### config.mk
export PLATFORM = sky130hd
export DESIGN_NAME = aegis_ctrl
export DESIGN_NICKNAME = d
export VERILOG_FILES = /design/src/design/aegis_pkg.sv /design/src/design/aegis_ctrl.sv
export SDC_FILE = /design/constraint.sdc
export NUM_CORES = 1
export LEC_CHECK = 0
export CORE_AREA = 2 2 44 46
export DETAILED_ROUTE_END_ITERATION = 16
export DIE_AREA = 0 0 46 48
export DONT_BUFFER_PORTS = 1
export REMOVE_ABC_BUFFERS = 1
export SKIP_LAST_GASP = 1
export SLEW_MARGIN = 20
export SYNTH_ARGS = -nofsm -noshare
export SYNTH_HDL_FRONTEND = slang
export SYNTH_SLANG_ARGS = --single-unit
### constraint.sdc
create_clock -name clk -period 1.6 [get_ports clk]
set_input_delay 0.24 -clock clk [delete_from_list [all_inputs] [get_ports clk]]
set_output_delay 0.24 -clock clk [all_outputs]
set_load 0.02 [all_outputs]
### src/design/aegis_pkg.sv
`default_nettype none
// ----------------------------------------------------------------------------
// AEGIS-128 shared definitions
// Operation and result codes, constants, controller commands and the AES round.
// ----------------------------------------------------------------------------
package aegis_pkg;

  localparam int CountWidthDefault = 32;

  // Operation codes
  localparam logic [1:0] OP_INIT     = 2'd0;
  localparam logic [1:0] OP_ENCRYPT  = 2'd1;
  localparam logic [1:0] OP_FINALIZE = 2'd2;

  // Result kinds
  localparam logic [1:0] RES_INIT  = 2'd0;
  localparam logic [1:0] RES_CIPHER = 2'd1;
  localparam logic [1:0] RES_TAG   = 2'd2;
  localparam logic [1:0] RES_ERROR = 2'd3;

  // Configuration register indexes
  localparam logic [1:0] REG_KEY_HIGH = 2'd0;
  localparam logic [1:0] REG_KEY_LOW  = 2'd1;
  localparam logic [1:0] REG_IV_HIGH  = 2'd2;
  localparam logic [1:0] REG_IV_LOW   = 2'd3;

  localparam logic [127:0] FIB_C0 = 128'h000101020305080d1522375990e97962;
  localparam logic [127:0] FIB_C1 = 128'hdb3d18556dc22ff12011314273b528dd;

  // Datapath commands from the controller
  typedef struct packed {
    logic load_init;   // load the initial state from key and nonce
    logic step_key;    // update with the key
    logic step_kiv;    // update with key xor nonce
    logic step_text;   // encrypt: emit ciphertext and update with plaintext
    logic latch_len;   // capture the length word for finalize
    logic step_len;    // update with the length word
    logic emit_tag;    // capture the tag
    logic emit_init;   // init done result
    logic emit_err;    // error result
  } aegis_cmd_t;

  function automatic logic [7:0] sbox(input logic [7:0] x);
    logic [7:0] t [256];
    t = '{
      8'h63,8'h7c,8'h77,8'h7b,8'hf2,8'h6b,8'h6f,8'hc5,8'h30,8'h01,8'h67,8'h2b,8'hfe,8'hd7,8'hab,8'h76,
      8'hca,8'h82,8'hc9,8'h7d,8'hfa,8'h59,8'h47,8'hf0,8'had,8'hd4,8'ha2,8'haf,8'h9c,8'ha4,8'h72,8'hc0,
      8'hb7,8'hfd,8'h93,8'h26,8'h36,8'h3f,8'hf7,8'hcc,8'h34,8'ha5,8'he5,8'hf1,8'h71,8'hd8,8'h31,8'h15,
      8'h04,8'hc7,8'h23,8'hc3,8'h18,8'h96,8'h05,8'h9a,8'h07,8'h12,8'h80,8'he2,8'heb,8'h27,8'hb2,8'h75,
      8'h09,8'h83,8'h2c,8'h1a,8'h1b,8'h6e,8'h5a,8'ha0,8'h52,8'h3b,8'hd6,8'hb3,8'h29,8'he3,8'h2f,8'h84,
      8'h53,8'hd1,8'h00,8'hed,8'h20,8'hfc,8'hb1,8'h5b,8'h6a,8'hcb,8'hbe,8'h39,8'h4a,8'h4c,8'h58,8'hcf,
      8'hd0,8'hef,8'haa,8'hfb,8'h43,8'h4d,8'h33,8'h85,8'h45,8'hf9,8'h02,8'h7f,8'h50,8'h3c,8'h9f,8'ha8,
      8'h51,8'ha3,8'h40,8'h8f,8'h92,8'h9d,8'h38,8'hf5,8'hbc,8'hb6,8'hda,8'h21,8'h10,8'hff,8'hf3,8'hd2,
      8'hcd,8'h0c,8'h13,8'hec,8'h5f,8'h97,8'h44,8'h17,8'hc4,8'ha7,8'h7e,8'h3d,8'h64,8'h5d,8'h19,8'h73,
      8'h60,8'h81,8'h4f,8'hdc,8'h22,8'h2a,8'h90,8'h88,8'h46,8'hee,8'hb8,8'h14,8'hde,8'h5e,8'h0b,8'hdb,
      8'he0,8'h32,8'h3a,8'h0a,8'h49,8'h06,8'h24,8'h5c,8'hc2,8'hd3,8'hac,8'h62,8'h91,8'h95,8'he4,8'h79,
      8'he7,8'hc8,8'h37,8'h6d,8'h8d,8'hd5,8'h4e,8'ha9,8'h6c,8'h56,8'hf4,8'hea,8'h65,8'h7a,8'hae,8'h08,
      8'hba,8'h78,8'h25,8'h2e,8'h1c,8'ha6,8'hb4,8'hc6,8'he8,8'hdd,8'h74,8'h1f,8'h4b,8'hbd,8'h8b,8'h8a,
      8'h70,8'h3e,8'hb5,8'h66,8'h48,8'h03,8'hf6,8'h0e,8'h61,8'h35,8'h57,8'hb9,8'h86,8'hc1,8'h1d,8'h9e,
      8'he1,8'hf8,8'h98,8'h11,8'h69,8'hd9,8'h8e,8'h94,8'h9b,8'h1e,8'h87,8'he9,8'hce,8'h55,8'h28,8'hdf,
      8'h8c,8'ha1,8'h89,8'h0d,8'hbf,8'he6,8'h42,8'h68,8'h41,8'h99,8'h2d,8'h0f,8'hb0,8'h54,8'hbb,8'h16};
    return t[x];
  endfunction

  function automatic logic [7:0] xtime(input logic [7:0] x);
    return {x[6:0], 1'b0} ^ (x[7] ? 8'h1b : 8'h00);
  endfunction

  // Byte i of a 128-bit word sits at bits [127-8i -: 8].
  function automatic logic [127:0] aes_round(input logic [127:0] a, input logic [127:0] w);
    logic [7:0] t [16];
    logic [7:0] b0, b1, b2, b3, al;
    logic [127:0] o;
    for (int c = 0; c < 4; c++) begin
      for (int r = 0; r < 4; r++) begin
        t[r + 4*c] = sbox(a[127 - 8*(r + 4*((c + r) & 3)) -: 8]);
      end
    end
    o = '0;
    for (int c = 0; c < 4; c++) begin
      b0 = t[4*c]; b1 = t[4*c+1]; b2 = t[4*c+2]; b3 = t[4*c+3];
      al = b0 ^ b1 ^ b2 ^ b3;
      o[127 - 32*c -: 8]      = b0 ^ al ^ xtime(b0 ^ b1);
      o[127 - 32*c - 8 -: 8]  = b1 ^ al ^ xtime(b1 ^ b2);
      o[127 - 32*c - 16 -: 8] = b2 ^ al ^ xtime(b2 ^ b3);
      o[127 - 32*c - 24 -: 8] = b3 ^ al ^ xtime(b3 ^ b0);
    end
    return o ^ w;
  endfunction

endpackage
`default_nettype wire

### src/design/aegis_ctrl.sv
`default_nettype none
// ----------------------------------------------------------------------------
// AEGIS-128 controller
// Sequences init, encrypt and finalize and runs the output handshake.
// ----------------------------------------------------------------------------
module aegis_ctrl (
  input  wire logic       clk,
  input  wire logic       rst_n,
  input  wire logic       in_valid,
  input  wire logic [1:0] in_op,
  output logic            in_ready,
  output logic            out_valid,
  input  wire logic       out_ready,
  output aegis_pkg::aegis_cmd_t cmd
);
  import aegis_pkg::*;

  localparam logic [1:0] ST_IDLE = 2'd0;
  localparam logic [1:0] ST_INIT = 2'd1;
  localparam logic [1:0] ST_FIN  = 2'd2;
  localparam logic [1:0] ST_OUT  = 2'd3;

  logic [1:0] state_r, state_nxt;
  logic [3:0] cnt_r, cnt_nxt;
  logic       rdy_r, rdy_nxt;
  logic       ov_r, ov_nxt;
  logic       take;

  // Accept in idle when no result is pending or it leaves this cycle.
  assign in_ready  = (state_r == ST_IDLE) && (!ov_r || out_ready);
  assign out_valid = ov_r;
  assign take      = in_valid && in_ready;

  always_comb begin
    state_nxt = state_r;
    cnt_nxt   = cnt_r;
    rdy_nxt   = rdy_r;
    ov_nxt    = ov_r && !out_ready;
    cmd       = '0;
    case (state_r)
      ST_IDLE: begin
        if (take) begin
          if (in_op == OP_INIT) begin
            cmd.load_init = 1'b1;
            cnt_nxt = '0;
            state_nxt = ST_INIT;
          end else if (in_op == OP_ENCRYPT && rdy_r) begin
            cmd.step_text = 1'b1;
            ov_nxt = 1'b1;
          end else if (in_op == OP_FINALIZE && rdy_r) begin
            cmd.latch_len = 1'b1;
            cnt_nxt = '0;
            state_nxt = ST_FIN;
          end else begin
            cmd.emit_err = 1'b1;
            ov_nxt = 1'b1;
          end
        end
      end
      ST_INIT: begin
        cmd.step_key = !cnt_r[0];
        cmd.step_kiv = cnt_r[0];
        cnt_nxt = cnt_r + 4'd1;
        if (cnt_r == 4'd9) begin
          state_nxt = ST_OUT;
          rdy_nxt = 1'b1;
        end
      end
      ST_FIN: begin
        cmd.step_len = 1'b1;
        cnt_nxt = cnt_r + 4'd1;
        if (cnt_r == 4'd6) begin
          state_nxt = ST_OUT;
          rdy_nxt = 1'b0;
        end
      end
      ST_OUT: begin
        // Wait here until the previous result has left.
        if (!ov_r || out_ready) begin
          cmd.emit_init = rdy_r;
          cmd.emit_tag  = !rdy_r;
          ov_nxt = 1'b1;
          state_nxt = ST_IDLE;
        end
      end
      default: state_nxt = ST_IDLE;
    endcase
  end

  always_ff @(posedge clk) begin
    if (!rst_n) begin
      state_r <= ST_IDLE;
      cnt_r   <= '0;
      rdy_r   <= 1'b0;
      ov_r    <= 1'b0;
    end else begin
      state_r <= state_nxt;
      cnt_r   <= cnt_nxt;
      rdy_r   <= rdy_nxt;
      ov_r    <= ov_nxt;
    end
  end

  // A pending result is not dropped while stalled.
  a_hold: assert property (@(posedge clk) disable iff (!rst_n)
    out_valid && !out_ready |=> out_valid) else $error("result dropped");
  // Only one result source is loaded at a time.
  a_onecmd: assert property (@(posedge clk) disable iff (!rst_n)
    $onehot0({cmd.step_text, cmd.emit_tag, cmd.emit_init, cmd.emit_err}))
    else $error("result sources collide");
  // No item is taken while a sequence runs.
  a_busy: assert property (@(posedge clk) disable iff (!rst_n)
    (state_r == ST_INIT || state_r == ST_FIN) |-> !in_ready)
    else $error("accept while busy");

endmodule
`default_nettype wire

# Word-level counts from Yosys, hierarchy flattened
# Cells that the tools add are included.
# op_classes
n_addsub	1
n_eq_ne	13
n_mux	40
n_reduce_logical	18
# ops
operator	n
$mux 2	13
$mux 1	19
$mux 4	4
$ne 2x2->1 const B	4
$pmux 2 s4	1
$pmux 4 s2	1
$eq 2x2->1 const B	3
$reduce_and 6->1	1
$logic_and 1x1->1	5
$add 4x1->4 const B	1
$eq 2x1->1 const B	2
$eq 4x3->1 const B	1
$eq 4x4->1 const B	1
$logic_not 1->1	4
$logic_not 2->1	2
$pmux 1 s2	2
$reduce_and 4->1	1
$reduce_bool 2->1	2
$ne 3x1->1 const B	1
$ne 3x3->1 const B	1
$reduce_and 3->1	1
$reduce_or 2->1	1
$logic_or 1x1->1	1
# word_totals
reg_bits	8
input_bits	6
out_inout_bits	11
elab_cells	76

# Depth between registers and ports, before layout
# depth
depth_word	7
ltp_mapped	6
ltp_nobuf	6

# Worst setup path after synthesis
# Ideal clock, no wire load.
# synth_path
kind	register -> output
start	register state_r[0]
end	output port cmd[5] (netlist name)
t_arrival_ns	1.556
t_required_ns	1.360
setup_slack_ns	-0.196
path_stages_with_launch	6
n_path_buf	0
path_cell_list	dfxtp_1 > inv_1 > ha_1 > and2_1 > nand3_1 > nor3b_1
# synth_rtl
item	line	source
start: declaration	aegis_ctrl.sv:23	logic [1:0] state_r, state_nxt;
start signal: assignment	aegis_ctrl.sv:97	state_r <= state_nxt;
end: declaration	aegis_ctrl.sv:14	output aegis_pkg::aegis_cmd_t cmd

==> Implementation_results.wiki <==
{| class="wikitable"
! Metric !! Value
|-
| Status || finished, violations left
|-
| Violated checks || setup timing
|-
| Critical path capture point type || output port
|-
| Worst min-delay path category || in2reg
|-
| Count of vias placed by the detailed router || about 650
|-
| Largest driver fanout on the critical path || 4
|-
| Placed wire-length estimate after detailed placement || approximately 1.2 mm
|-
| Number of DRC markers after the initial detailed-route iteration || 4
|-
| Number of synthesized flops with an enable pin || 0
|-
| Final routed DRC violation total || 0
|-
| Area enclosed by the die boundary || 0.002208 mm2
|-
| Post-DR wirelength/cell || between 10 and 15 um
|-
| Area taken by multi-input logic gates || ~570 um2
|-
| Wire length of the first global-routing pass || between 2 and 2.5 mm
|-
| Synthesis Warnings || 0
|-
| Sum of negative setup slack || -0.01926 ns
|-
| Synthesized cell area || around 670 um2
|-
| Worst setup path class || reg2out
|-
| Final core area utilization || between 50% and 60%
|-
| Number of filler cells placed in the layout || between 150 and 200
|-
| Final hold viol count || 0
|-
| Number of slew-limit violations in the final report || 0
|-
| Per-cell via count in the routed design || 5.578
|-
| Routability congestion estimate from global placement || between 0.7 and 0.8
|-
| Share of layout cells above drive strength 1 || approximately 46%
|-
| Design Power || 1.078 mW
|-
| Headroom to the max-slew limit || ~72%
|-
| # clock sinks || 8
|-
| Drt pass-1 iters || 2
|-
| CTS tree || built
|-
| Clock insertion delay at the later pin of the skew report || 0.25 ns
|-
| Fmax || a little over 600 MHz
|-
| Average cell area after synthesis || roughly 8.3 um2
|-
| Clock-pin transition on the worst setup and hold timing paths || around 0.060 ns
|-
| Unrepaired setup endpoints after global routing || yes
|-
| Clock skew || 0.001852 ns
|-
| Number of cells produced by synthesis || 81
|-
| Congestion Overflow GR || 0
|-
| Distinct cell type count of the synthesized netlist || 32
|-
| Core Rows || 15
|-
| Number of ports placed on the die boundary || 17
|-
| Number of buffers added by the clock tree synthesis step || 3
|-
| Pin count of the biggest net entering global routing || 14
|-
| Max Cap Viol || 0
|-
| Initial Utilization || 39.70%
|-
| Relative area change from synthesis to final layout || 38.81%
|-
| Antenna violations before repair || 0
|-
| Total of endpoints with negative setup slack in the final report || 3
|-
| Number of nets at the end of the flow || around 110
|-
| Final critical-path setup slack || -0.01579 ns
|-
| Power density normalized to cell area || about 1200 mW/mm2
|-
| DP Cell Count || ~110
|-
| Critical path data arrival time || 1.38 ns
|-
| Max Buffers Root-to-Sink || 2
|-
| DIE HEIGHT || around 48 um
|-
| Total of flip-flops plus latches after synthesis || 8
|-
| Fraction of power spent switching nets || roughly two fifths
|-
| Global router's overall resource usage || between 10% and 20%
|-
| Proportion of power drawn by flip-flops and latches || 24.3%
|-
| Final worst path period share || 101.0%
|-
| IR Drop Worst-Case VDD || approximately 0.64 mV
|-
| CP Data Required Time || approximately 1.4 ns
|-
| Worst reg2reg setup slack || 0 ns
|-
| Number of standard cells in the final layout excluding fillers || 116
|-
| Diode count || 0
|-
| Minimum period implied by the final worst setup slack || 1.616 ns
|-
| Category of the worst setup path launch point || register
|-
| Switching power total || between 0.4 and 0.5 mW
|-
| Async set-or-reset flop fraction in the synthesized netlist || 0%
|-
| Number of port buffers || 0
|-
| Leakage power total || roughly 0.36 nW
|-
| Clock H-tree levels || 1
|-
| Internal power component || between 0.6 and 0.7 mW
|-
| Routed Wire Length || around 1.5 mm
|-
| Number of global-route vias before repair || approximately 540
|-
| Routed Antenna Nets || 0
|-
| Share of total power in the clock network || about 15%
|-
| Combinational fraction of design power || 61.0%
|-
| Proportion of synthesized chip area in sequential cells || around a quarter
|-
| Core Area || between 0.0015 and 0.002 mm2
|-
| Primary FF master, synth || dfxtp_1
|-
| Slew at the pin closest to its max-slew limit || approximately 0.42 ns
|-
| Chip width || approximately 46 um
|-
| Buffer cell driving the clock tree root || clkbuf_4
|-
| Register Area || around 160 um2
|-
| Final worst hold slack || about 0.10 ns
|}
## flip-flops by register name (all words and copies together), names as in the netlist
| register | flops |
|---|---|
| cnt_r | 4 |
| out_valid | 1 |
| rdy_r | 1 |
| state_r | 2 |
## cell usage after synthesis, drive strengths merged, types with 2 or more instances
| master | n | area [um2] |
|---|---|---|
| o21ai | 2 | 10.01 |
| ha | 7 | 87.58 |
| nor2b | 3 | 26.27 |
| nor2 | 4 | 15.01 |
| a21oi | 4 | 20.02 |
| dfxtp | 8 | 160.2 |
| nand3b | 3 | 22.52 |
| o21a | 2 | 15.01 |
| inv | 5 | 18.77 |
| o22ai | 2 | 12.51 |
| mux2i | 2 | 20.02 |
| nor3b | 2 | 15.01 |
| nand2b | 4 | 25.02 |
| a21boi | 2 | 15.01 |
| nand2 | 13 | 51.30 |
| nand3 | 2 | 10.01 |
| nor4bb | 2 | 20.02 |
| and2 | 2 | 12.51 |
## critical path: stages (launching register included)
cell	delay [ns]
dfxtp_2	0.34
inv_4	0.07
ha_4	0.14
and2_4	0.15
nand3_2	0.09
nor3b_2	0.17
buf_4	0.16
## cell type report
| type | instances | share of cell area [%] |
|---|---|---|
| flip-flops and latches | 8 | 17.61 |
| repair buffers | 17 | 14.11 |
| inverters | 5 | 2.285 |
| multi-input cells | 66 | 61.29 |
| well taps | 17 | 2.285 |
| clock buffers | 3 | 2.419 |
## per-stage QoR
step           area [um2]  worst slack, ns
2_1_floorplan       661.9          -0.1961
3_3_place_gp        795.8          0.03934
3_5_place_dp        795.8         -0.06072
4_1_cts             867.1         -0.03922
5_1_grt             930.9         -0.09307
6_report            930.9         -0.01579
## metal layers
| metal | share of wire, % | vias to the layer above | global-route usage, % |
|---|---|---|---|
| met5 | 0 | - | 0 |
| met4 | 0.84 | 0 | 5.143 |
| met3 | 4.9 | 2 | 3.396 |
| met2 | 51 | 20 | 26.67 |
| met1 | 43 | 306 | 17.67 |
| li1 | - | 319 | - |
## layout by cell type, fill, tap and decap left out, types with 4 or more instances in the layout
cell type and n:
buf_4 16, nand2_1 12, dfxtp_1 5, ha_1 4
## logic make-up after synthesis
family / after synthesis / share of synthesized area (%)
simple gates: 41 / 35.82
flops: 8 / 23.88
buf+inv: 7 / 4.104
compound gates: 16 / 20.15
mux: 2 / 2.985
fa+ha+maj: 7 / 13.06
## path summary, 6_finish.rpt
check | startpoint | end | depth (start not counted)
worst max register to register | state_r[0] | cnt_r[3] | 5
worst min register to register | state_r[0] | state_r[0] | 2
worst min-delay path | rst_n | rdy_r | 2
worst max-delay path | state_r[1] | cmd[5] | 6
## power groups by stage
stage / logic, mW / clock network, mW / registers [mW]
floorplan: 0.346 / 0 / 0.273
global placement: 0.541 / 0 / 0.258
detailed placement: 0.544 / 0 / 0.260
CTS: 0.601 / 0.162 / 0.259
global route: 0.708 / 0.171 / 0.266
finish: 0.657 / 0.158 / 0.262
## what timing repair did
item                                    in CTS  in global routing
endpoints found under the setup margin       8                 10
pin swaps                                    1                  4
hold buffers                                 0                  0
endpoints found under the hold margin        0                  0
buffers inserted                             1                  1
gates resized for setup                     12                 12
(Power assumes the default switching activity.)
